[config.mk]
export PLATFORM = sky130hd
export DESIGN_NAME = lsti_ctrl
export DESIGN_NICKNAME = d
export VERILOG_FILES = /design/src/lsti_pkg.sv /design/src/lsti_ctrl.sv
export SDC_FILE = /design/constraint.sdc
export NUM_CORES = 1
export LEC_CHECK = 0
export BUFFER_PORTS_ARGS = -buffer_cell sky130_fd_sc_hd__buf_4
export CORE_UTILIZATION = 53
export DETAILED_ROUTE_END_ITERATION = 10
export PLACE_DENSITY_LB_ADDON = 0.3
export SLEW_MARGIN = 15
export SYNTH_ARGS = -nofsm -noshare
export SYNTH_HDL_FRONTEND = slang
export SYNTH_SLANG_ARGS = --single-unit
[constraint.sdc]
create_clock -name clk -period 3.19 [get_ports clk]
set_input_delay 0.638 -clock clk [delete_from_list [all_inputs] [get_ports clk]]
set_output_delay 0.638 -clock clk [all_outputs]
set_load 0.01 [all_outputs]
[src/lsti_pkg.sv]
// Package for the leaf search / triangle interpolation block.
// Shared constants, types and controller-to-datapath command/status structs.
`default_nettype none
package lsti_pkg;
  localparam int MaxLeaves = 1024;
  localparam int SlotW = 10;
  localparam int CountW = 11;

  typedef struct packed {
    logic load_wr;    // write the input request into the table
    logic query_cap;  // capture point and clear the hit register
    logic scan_rd;    // issue a table read at scan_addr
    logic [SlotW-1:0] scan_addr;
    logic scan_chk;   // compare the registered read data against the point
    logic hit_rd;     // read the hit entry
    logic [3:0] ip_step; // interpolation step one-hot
  } lsti_cmd_t;

  typedef struct packed {
    logic found;
  } lsti_sts_t;
endpackage
`default_nettype wire

[src/lsti_ctrl.sv]
// Controller: sequences load writes, the table scan and the interpolation.
// Depends on lsti_pkg.
`default_nettype none
module lsti_ctrl (
  input  wire logic clk,
  input  wire logic rst,
  input  wire logic in_fire,
  input  wire logic in_mode,
  input  wire logic [lsti_pkg::CountW-1:0] leaf_count,
  input  wire logic out_busy,
  output logic in_rdy,
  output logic res_load,
  output lsti_pkg::lsti_cmd_t cmd
);
  import lsti_pkg::*;
  localparam logic [2:0] S_IDLE = 3'd0, S_SCAN = 3'd1, S_DRAIN = 3'd2,
                         S_HIT = 3'd3, S_IP = 3'd4, S_OUT = 3'd5;
  logic [2:0] state, state_next;
  logic [CountW-1:0] cnt, cnt_next, lim;
  logic [3:0] step, step_next;
  logic chk, chk_next;

  assign lim = (leaf_count > CountW'(MaxLeaves)) ? CountW'(MaxLeaves) : leaf_count;
  assign in_rdy = (state == S_IDLE);

  always_comb begin
    state_next = state; cnt_next = cnt; step_next = step; chk_next = 1'b0;
    cmd = '0; res_load = 1'b0;
    cmd.scan_chk = chk;
    cmd.scan_addr = cnt[SlotW-1:0];
    case (state)
      S_IDLE: begin
        if (in_fire) begin
          if (in_mode) begin
            cmd.query_cap = 1'b1; cnt_next = '0; state_next = S_SCAN;
          end else begin
            cmd.load_wr = 1'b1;
          end
        end
      end
      S_SCAN: begin
        if (cnt < lim) begin
          cmd.scan_rd = 1'b1; chk_next = 1'b1; cnt_next = cnt + 1'b1;
        end else begin
          state_next = S_DRAIN;
        end
      end
      S_DRAIN: state_next = S_HIT;
      S_HIT: begin
        cmd.hit_rd = 1'b1; step_next = 4'b0001; state_next = S_IP;
      end
      S_IP: begin
        cmd.ip_step = step; step_next = {step[2:0], 1'b0};
        if (step[3]) state_next = S_OUT;
      end
      S_OUT: begin
        if (!out_busy) begin
          res_load = 1'b1; state_next = S_IDLE;
        end
      end
      default: state_next = S_IDLE;
    endcase
  end

  always_ff @(posedge clk) begin
    if (rst) begin
      state <= S_IDLE; cnt <= '0; step <= '0; chk <= 1'b0;
    end else begin
      state <= state_next; cnt <= cnt_next; step <= step_next; chk <= chk_next;
    end
  end
endmodule
`default_nettype wire

Word level (Yosys, flattened, before mapping) --
Index checks and enable logic that the tools add are counted.
Cells by class: bitwise logic cells 0, $mul 0, equality and inequality tests 11, reduce and logical (&&, ||, !) cells 5, div/mod/pow operators 0, $lt $le $gt $ge 2, add/sub/neg operators 1, shift-type cells 0, multiplexer cells 22
Operator list (count):
- $mux W11 | 4
- $pmux W11 S2 | 1
- $pmux W3 S6 | 1
- $mux W3 | 5
- $ne A2 B2 Y1 const B | 6
- $add A11 B1 Y11 const B | 1
- $gt A11 B11 Y1 const B | 1
- $lt A11 B11 Y1 | 1
- $pmux W4 S2 | 1
- $mux W1 | 7
- $eq A3 B2 Y1 const B | 2
- $eq A3 B3 Y1 const B | 2
- $reduce_and A5 Y1 | 1
- $mux W2 | 2
- $mux W4 | 1
- $reduce_and A4 Y1 | 1
- $reduce_bool A2 Y1 | 2
- $eq A3 B1 Y1 const B | 1
- $logic_not A3 Y1 | 1
Word-level totals: bits in latches 0, memories kept 0, logic and storage cells 45, bits in writable memories 0, register bits after elaboration 19, output and inout port bits 21, bits in read-only memories 0

Logic depth before layout (Yosys ltp) --
Gate-level depths: netlist (run 1).
word-level depth 5, depth in mapped cells 9, mapped depth without buffers 9

Worst setup path before layout (run 1) --
OpenSTA, ideal clock, no wires.
path kind input to output, from in leaf_count[10] in the netlist's numbering, to out cmd[16] in the netlist's numbering, path buffers 1, setup slack 541 ps, stages 8, required time 2552 ps, arrival time 2011 ps, cell sequence clkinv_1 ha_1 nand4_1 nor3_1 o2bb2ai_2 or2_1 inv_2 buf_4
RTL lines:
- start, declared | line lsti_ctrl.sv:9 | input wire logic [lsti_pkg::CountW-1:0] leaf_count,
- end, declared | line lsti_ctrl.sv:13 | output lsti_pkg::lsti_cmd_t cmd

==> results.sh, run 1 <==
export IMPL_clkSlewWorstSetupHoldPaths_ps=110
export IMPL_max_clock_path_buffers=2
export IMPL_area_growth_pct=13.0
export IMPL_startpoint_type="input port"
export IMPL_max_stage_delay_ps=390
export IMPL_min_path_type="register to register"
export IMPL_htreeDepth=1
export IMPL_ant_nets=0
export IMPL_p_leak_nw=0.722
export IMPL_met3_wirelength_um=163
export IMPL_drtIter0Drc=40
export IMPL_top_layer="met4"
export IMPL_crit_family="simple AND/OR/NAND/NOR gates"
export IMPL_grt_first_pass_wirelength_um=5200
export IMPL_status="finished clean"
export IMPL_grt_usage_pct=23.7
export IMPL_final_net_count=227
export IMPL_rows=18
export IMPL_fmax_ghz=0.340
export IMPL_cts_sinks=19
export IMPL_routed_wl_um=3240
export IMPL_rsz0062_at_grt="false"
export IMPL_gp_congestion=0.800
export IMPL_antenna_diode_count=0
export IMPL_synthArstFlopShare_pct=0
export IMPL_min_period_over_period_pct=92.2
export IMPL_met2_length_um=1690
export IMPL_numCtsBuffers=3
export IMPL_final_hold_viol_count=0
export IMPL_ys_ff_latch=19
export IMPL_crit_buf_inv=4
export IMPL_grt_pass1_vias=1207
export IMPL_setup_tns_ps=0
export IMPL_cts_tree="done"
export IMPL_post_drt_via_cell_ratio=5.92
export IMPL_cp_end_kind="primary output"
export IMPL_die_area_sq_mm=0.00302
export IMPL_power_density_mw_per_mm2=343
export IMPL_crit_chain="buf_4 -> clkinv_1 -> ha_1 -> nand4_1 -> nor3_1 -> o2bb2ai_2 -> or2_1 -> inv_2 -> buf_4"
export IMPL_ys_dominant_reg_cell="dfxtp_1"
export IMPL_critPathArrivalTime_ps=2300
export IMPL_start_util_pct=57.9
export IMPL_syn_cell_area_sq_mm=0.00149
export IMPL_crit_type="input port to primary output"
export IMPL_finalCriticalPeriod_ps=2940
export IMPL_fp_dieH_um=55.0
export IMPL_critPathMaxFanout=10
export IMPL_syn_num_nets=208
export IMPL_post_drt_wl_per_cell_um=14.2
export IMPL_synth_area_per_cell_sq_um=8.22
export IMPL_peakVddDrop_mv=0.242
export IMPL_setup_ws_ps=247
export IMPL_antenna_found_initial=0
export IMPL_hpwl_um=2460
export IMPL_yosysWarnings=0
export IMPL_worstMarginPinSlew_ps=903
export IMPL_finalMaxSlewViolations=0
export IMPL_io_pins=37
export IMPL_ctsResizeCount=0
export IMPL_whs_ps=502
export IMPL_cap_viol_max_count=0
export IMPL_cts_root_buf="clkbuf_4"
export IMPL_cp_required_ps=2550
export IMPL_post_cts_buffers=0
export IMPL_io_buffers=36
export IMPL_synth_seq_area_share_pct=25.6
export IMPL_insertion_delay_ps=300
export IMPL_placed_cells=225
export IMPL_mostFrequentLayoutCells="buf_4 (38), a21oi_1 (21), dfxtp_1 (19), nand2_1 (15)"
export IMPL_postCtsHoldBufs=0
export IMPL_synth_cells=181
export IMPL_synth_edf_count=0
export IMPL_slowest_stage="ha_1"
export IMPL_overflow=0
export IMPL_coreArea_sq_mm=0.00257
export IMPL_grt_max_degree=21
export IMPL_dr_total_vias=1356
export IMPL_drive_above_1_share_pct=27.6
export IMPL_met1_length_um=1370
export IMPL_setup_viol=0
export IMPL_fin_skew_ps=1.74
export IMPL_dp_slack_ps=261
export IMPL_final_cells=229
export IMPL_max_slew_margin_pct=39.7
export IMPL_synth_cell_types=43
export IMPL_final_common_cell="buf_4"
export IMPL_drc_errors=0
export IMPL_drt_pass1_iter_count=4
export IMPL_fp_dieW_um=55.0
export IMPL_cp_common_cell="buf_4"
[cells by family (layout without fill, tap and decap cells)]
group	Yosys count	in the layout	share of synthesized area (%)
flops	19	19	25.6
buf+inv	30	48	12.1
xor+xnor	1	1	0.589
compound gates	51	51	25.4
mux	1	1	0.673
fa+ha+maj	11	11	9.25
simple gates	68	68	26.4
[final cells by class]
type,count,area [sq um]
Timing Repair Buffer,38,285
Multi-Input combinational cell,132,927
Clock inverter,1,5.00
Tap cell,30,37.5
Inverter,6,22.5
Fill cell,231,887
Sequential cell,19,380
Clock buffer,3,22.5
[worst min-delay path, cell delays in order, from the launching register on]
cell     delay, ps
dfxtp_1        350
a21oi_1         60
nor2_1          70
[through the flow]
step	utilization, %	instance area [sq um]	total power, mW
3_5_place_dp	64.4	1650	0.455
2_1_floorplan	-	1490	0.400
4_1_cts	65.4	1680	0.580
3_3_place_gp	64.4	1650	0.448
6_report	65.4	1680	0.576
5_1_grt	65.4	1680	0.613
[Yosys cell counts (all sizes together), types with 5 or more instances]
master / n / area (sq um)
ha: 11 / 138
inv: 5 / 18.8
buf: 19 / 139
nand3: 5 / 25.0
o31ai: 7 / 87.6
a32o: 7 / 70.1
o21ai: 6 / 30.0
clkbuf: 5 / 18.8
nand2b: 9 / 56.3
nand2: 15 / 56.3
and2: 7 / 43.8
dfxtp: 19 / 380
a21oi: 21 / 105
nor2: 11 / 41.3
[sequential cells by signal, summed over array words and instances (netlist names)]
signal  flops
chk         1
step        4
cnt        11
state       3
[report_power, final]
group / internal, mW / switching, mW / total (mW)
registers: 0.250 / 0.0253 / 0.275
clock network: 0.0467 / 0.0787 / 0.125
logic: 0.0774 / 0.0986 / 0.176
total: 0.374 / 0.203 / 0.576
[routing by layer]
layer	vias up	global-route usage [%]
met3	2	4.92
met1	623	26.4
met5	-	0
met4	0	5.42
li1	690	-
met2	41	45.4
[final timing paths]
kind | startpoint | to | slack [ps] | cells past startpoint
worst min register to register | step[2] | step[2] | 500 | 2
worst max register to register | cnt[4] | cnt[4] | 880 | 7
worst max-delay path | leaf_count[10] | cmd[16] | 250 | 9
worst min-delay path | step[2] | step[2] | 500 | 2
Note: power is estimated with default switching activity, not from simulation.
==> inputs of run 2 (changes only) <==
--- a/config.mk
+++ b/config.mk
@@ -6,6 +6,7 @@
 export NUM_CORES = 1
 export LEC_CHECK = 0
 export BUFFER_PORTS_ARGS = -buffer_cell sky130_fd_sc_hd__buf_4
+export CORE_ASPECT_RATIO = 0.9
 export CORE_UTILIZATION = 53
 export DETAILED_ROUTE_END_ITERATION = 10
 export PLACE_DENSITY_LB_ADDON = 0.3
==> results.sh, run 2 (synthesis results as in run 1) <==
export IMPL_status="finished with violations"
export IMPL_violations="design-rule violations"
export IMPL_antenna_found_initial=0
export IMPL_fmax_ghz=0.344
export IMPL_cp_end_kind="primary output"
export IMPL_coreArea_sq_mm=0.00255
export IMPL_p_clk_share_pct=21.9
export IMPL_htreeDepth=1
export IMPL_crit_type="input port to primary output"
export IMPL_whs_ps=492
export IMPL_drt_pass1_iter_count=7
export IMPL_grt_usage_pct=24.5
export IMPL_rsz0062_at_grt="false"
export IMPL_placed_area_sq_mm=0.00165
export IMPL_p_leak_nw=0.722
export IMPL_cts_sinks=19
export IMPL_intPower_uw=374
export IMPL_seqPwrFrac_pct=47.6
export IMPL_antenna_diode_count=0
export IMPL_min_path_type="register to register"
export IMPL_finalInstanceArea_sq_mm=0.00168
export IMPL_die_area_sq_mm=0.00302
export IMPL_cts_tree="done"
export IMPL_overflow=0
export IMPL_p_switching_uw=206
export IMPL_largest_register="cnt"
export IMPL_peakVddDrop_mv=0.214
export IMPL_cp_required_ps=2550
export IMPL_start_util_pct=58.3
export IMPL_critPathMaxFanout=10
export IMPL_post_cts_buffers=0
export IMPL_hpwl_um=2590
export IMPL_insertion_delay_ps=310
export IMPL_ant_nets=0
export IMPL_cap_viol_max_count=0
export IMPL_final_net_count=227
export IMPL_finalCriticalPeriod_ps=2910
export IMPL_routed_wl_um=3390
export IMPL_startpoint_type="input port"
export IMPL_final_cells=227
export IMPL_io_pins=37
export IMPL_grt_first_pass_wirelength_um=5620
export IMPL_io_buffers=36
export IMPL_fin_skew_ps=7.69
export IMPL_min_period_over_period_pct=91.1
export IMPL_dr_total_vias=1372
export IMPL_worstMarginPinSlew_ps=1030
export IMPL_ctsResizeCount=0
export IMPL_final_common_cell="buf_4"
export IMPL_drive_above_1_share_pct=27.6
export IMPL_clkSlewWorstSetupHoldPaths_ps=120
export IMPL_post_drt_via_cell_ratio=6.04
export IMPL_rows=17
export IMPL_drc_errors=2
export IMPL_drtIter0Drc=70
export IMPL_fp_dieW_um=57.8
export IMPL_max_clock_path_buffers=2
export IMPL_critPathArrivalTime_ps=2270
export IMPL_grt_max_degree=21
export IMPL_setup_tns_ps=0
export IMPL_numCtsBuffers=3
export IMPL_postCtsHoldBufs=0
export IMPL_reg_top3="cnt x11, step x4, state x3"
export IMPL_switching_share_pct=35.5
export IMPL_grt_pass1_vias=1285
export IMPL_max_slew_margin_pct=30.9
export IMPL_final_hold_viol_count=0
export IMPL_fp_dieH_um=52.3
export IMPL_area_growth_pct=12.8
export IMPL_cts_root_buf="clkbuf_4"
export IMPL_power_density_mw_per_mm2=346
export IMPL_post_drt_wl_per_cell_um=14.9
export IMPL_setup_viol=0
export IMPL_placed_cells=223
export IMPL_largest_reg_flops=11
export IMPL_gp_congestion=0.812
export IMPL_pwr_share_comb_pct=30.5
export IMPL_mostFrequentLayoutCells="buf_4 (38), a21oi_1 (21), dfxtp_1 (19), nand2_1 (15)"
export IMPL_finalMaxSlewViolations=0
[run 2: cell counts in the layout (fill, tap and decap cells not counted)]
No cell type changed its count.
[run 2: layout make-up]
cell class              instances  area [sq um]
clock inverters                 1          5.00
clock buffers                   3          22.5
multi-input cells             132           927
repair buffers                 38           285
fillers                       229           875
inverters                       6          22.5
well taps                      28          35.0
flip-flops and latches         19           380
[run 2: per-stage QoR]
| stage | util, % | power [mW] | setup WS (ps) |
|---|---|---|---|
| finish | 65.7 | 0.580 | 282 |
| global route | 65.7 | 0.609 | 160 |
| CTS | 65.7 | 0.583 | 299 |
| detailed placement | 64.7 | 0.457 | 301 |
| global placement | 64.7 | 0.448 | 379 |
| floorplan | - | 0.400 | 541 |
[run 2: path summary, 6_finish.rpt]
kind                                      from  endpoint  slack, ps  cells past startpoint
worst min-delay path                   step[2]   step[2]        490                      2
worst max register to register          cnt[4]    cnt[3]        890                      7
worst min register to register         step[2]   step[2]        490                      2
worst max-delay path            leaf_count[10]   cmd[16]        280                      9
[run 2: power by group through the flow]
stage | Clock [mW] | Combinational (mW) | Sequential (mW)
6_report | 0.127 | 0.177 | 0.276
5_1_grt | 0.135 | 0.195 | 0.279
4_1_cts | 0.131 | 0.176 | 0.276
3_5_place_dp | 0 | 0.176 | 0.281
3_3_place_gp | 0 | 0.168 | 0.280
2_1_floorplan | 0 | 0.140 | 0.261
[run 2: layer usage]
layer	track usage (%)	up-vias	routed length (um)
met3	4.44	5	159
met5	0	-	0
met2	47.1	37	1730
met4	5.95	0	24
met1	27.7	643	1470
li1	-	687	-
[run 2: worst max-delay path: stages]
cell	delay [ps]
buf_4	90
clkinv_1	210
ha_1	390
nand4_1	140
nor3_1	250
o2bb2ai_2	130
or2_1	230
inv_2	50
buf_4	140
==> inputs of run 3 (changes only) <==
--- a/config.mk
+++ b/config.mk
@@ -9,6 +9,7 @@
 export CORE_ASPECT_RATIO = 0.9
 export CORE_UTILIZATION = 53
 export DETAILED_ROUTE_END_ITERATION = 10
+export GPL_TIMING_DRIVEN = 0
 export PLACE_DENSITY_LB_ADDON = 0.3
 export SLEW_MARGIN = 15
 export SYNTH_ARGS = -nofsm -noshare
==> constraint.sdc (replaced) <==
create_clock -name clk -period 3.16 [get_ports clk]
set_input_delay 0.632 -clock clk [delete_from_list [all_inputs] [get_ports clk]]
set_output_delay 0.632 -clock clk [all_outputs]
set_load 0.05 [all_outputs]
==> results.sh, run 3 (synthesis results as in run 1) <==
export IMPL_post_drt_wl_per_cell_um=14.3
export IMPL_p_switching_uw=264
export IMPL_coreArea_sq_mm=0.00255
export IMPL_drtIter0Drc=66
export IMPL_fmax_ghz=0.332
export IMPL_grt_pass1_vias=1457
export IMPL_final_common_cell="buf_4"
export IMPL_intPower_uw=397
export IMPL_gp_congestion=0.833
export IMPL_antenna_diode_count=0
export IMPL_met1_length_um=1540
export IMPL_htreeDepth=1
export IMPL_clkSlewWorstSetupHoldPaths_ps=100
export IMPL_critPathArrivalTime_ps=2380
export IMPL_rsz0062_at_grt="false"
export IMPL_seqPwrFrac_pct=39.2
export IMPL_dr_total_vias=1491
export IMPL_drc_errors=2
export IMPL_final_net_count=249
export IMPL_numCtsBuffers=3
export IMPL_setup_viol=0
export IMPL_area_growth_pct=22.7
export IMPL_antenna_found_initial=0
export IMPL_routed_wl_um=3560
export IMPL_io_buffers=36
export IMPL_met2_length_um=1840
export IMPL_largest_reg_flops=11
export IMPL_cts_tree="done"
export IMPL_rows=17
export IMPL_largest_register="cnt"
export IMPL_pwr_share_comb_pct=41.8
export IMPL_die_area_sq_mm=0.00302
export IMPL_startpoint_type="input port"
export IMPL_fp_dieW_um=57.8
export IMPL_hpwl_um=2780
export IMPL_top_layer="met4"
export IMPL_cp_required_ps=2530
export IMPL_fp_dieH_um=52.3
export IMPL_overflow=0
export IMPL_reg_top3="cnt x11, step x4, state x3"
export IMPL_grt_first_pass_wirelength_um=6020
export IMPL_cts_root_buf="clkbuf_4"
export IMPL_finalInstanceArea_sq_mm=0.00183
export IMPL_grt_max_degree=11
export IMPL_placed_cells=245
export IMPL_p_clk_share_pct=18.9
export IMPL_mostFrequentLayoutCells="buf_4 (51), a21oi_1 (21), dfxtp_1 (19), nand2_1 (15)"
export IMPL_min_path_type="register to register"
export IMPL_peakVddDrop_mv=0.248
export IMPL_worstMarginPinSlew_ps=993
export IMPL_max_slew_margin_pct=33.6
export IMPL_finalMaxSlewViolations=0
export IMPL_cap_viol_max_count=0
export IMPL_ant_nets=0
export IMPL_cts_sinks=19
export IMPL_drt_pass1_iter_count=7
export IMPL_critPathMaxFanout=10
export IMPL_final_hold_viol_count=0
export IMPL_start_util_pct=58.3
export IMPL_post_cts_buffers=0
export IMPL_met3_wirelength_um=164
export IMPL_insertion_delay_ps=300
export IMPL_power_density_mw_per_mm2=362
export IMPL_post_drt_via_cell_ratio=5.99
export IMPL_max_clock_path_buffers=2
export IMPL_crit_type="input port to primary output"
export IMPL_switching_share_pct=40.0
export IMPL_status="finished with violations"
export IMPL_p_leak_nw=0.819
export IMPL_fin_skew_ps=2.15
export IMPL_fin_util_pct=71.5
export IMPL_finalCriticalPeriod_ps=3010
export IMPL_min_period_over_period_pct=95.4
export IMPL_drive_above_1_share_pct=33.0
export IMPL_io_pins=37
export IMPL_grt_usage_pct=25.4
export IMPL_final_cells=249
export IMPL_cp_end_kind="primary output"
export IMPL_violations="design-rule violations"
export IMPL_placed_area_sq_mm=0.00179
==> run 3: cell types whose count changed in the layout (fill, tap and decap cells not counted) <==
cell and delta:
or2_4 +1, buf_2 +3, clkinvlp_4 +1, buf_4 +13, clkinv_1 -1, or2_1 -1, buf_6 +1, clkinv_2 -1
clkbuf_1 +6
==> run 3: area by class of cell <==
class	instances	area, sq um
clock buffer	4	26.3
multi-input combinational	132	930
timing repair buffer	36	270
inverter	6	26.3
sequential	19	380
fill	213	727
tap	28	35.0
buffer	24	158
==> run 3: power groups by stage <==
stage | clock [mW] | combinational, mW | sequential [mW]
after floorplan | 0 | 0.197 | 0.263
after global placement | 0 | 0.262 | 0.264
after detailed placement | 0 | 0.273 | 0.265
after CTS | 0.128 | 0.276 | 0.260
after global routing | 0.138 | 0.297 | 0.262
final | 0.125 | 0.277 | 0.260
==> run 3: final timing paths <==
path,startpoint,to,slack (ps),depth (start not counted)
setup / recovery,leaf_count[10],cmd[16],150,11
setup reg to reg,cnt[8],cnt[2],1040,7
hold / removal,step[2],step[2],490,2
hold reg to reg,step[2],step[2],490,2
==> run 3: critical path, stage by stage <==
cell and delay (ps):
buf_4 120, clkinvlp_4 140, nand2_1 90, ha_1 290, nand4_1 150, nor3_1 250, o2bb2ai_2 170, or2_4 200
inv_2 40, buf_4 120, buf_4 180
==> run 3: repair_timing <==
item	4_1_cts	5_1_grt
gates resized for setup	1	1
hold buffers	0	0
endpoints found under the setup margin	1	1
==> run 3: routing by layer <==
metal,global-route usage (%),vias up
met4,3.97,0
met2,50.8,43
li1,-,730
met3,5.43,4
met1,27.8,714
met5,0,-
==> run 3: through the flow <==
step	hold slack [ps]	power [mW]	setup slack, ps	TNS (ps)
2_1_floorplan	446	0.460	475	0
3_3_place_gp	463	0.526	82.7	0
3_5_place_dp	473	0.538	-12.4	-12.4
4_1_cts	499	0.663	75.8	0
5_1_grt	547	0.697	33.8	0
6_report	491	0.662	146	0
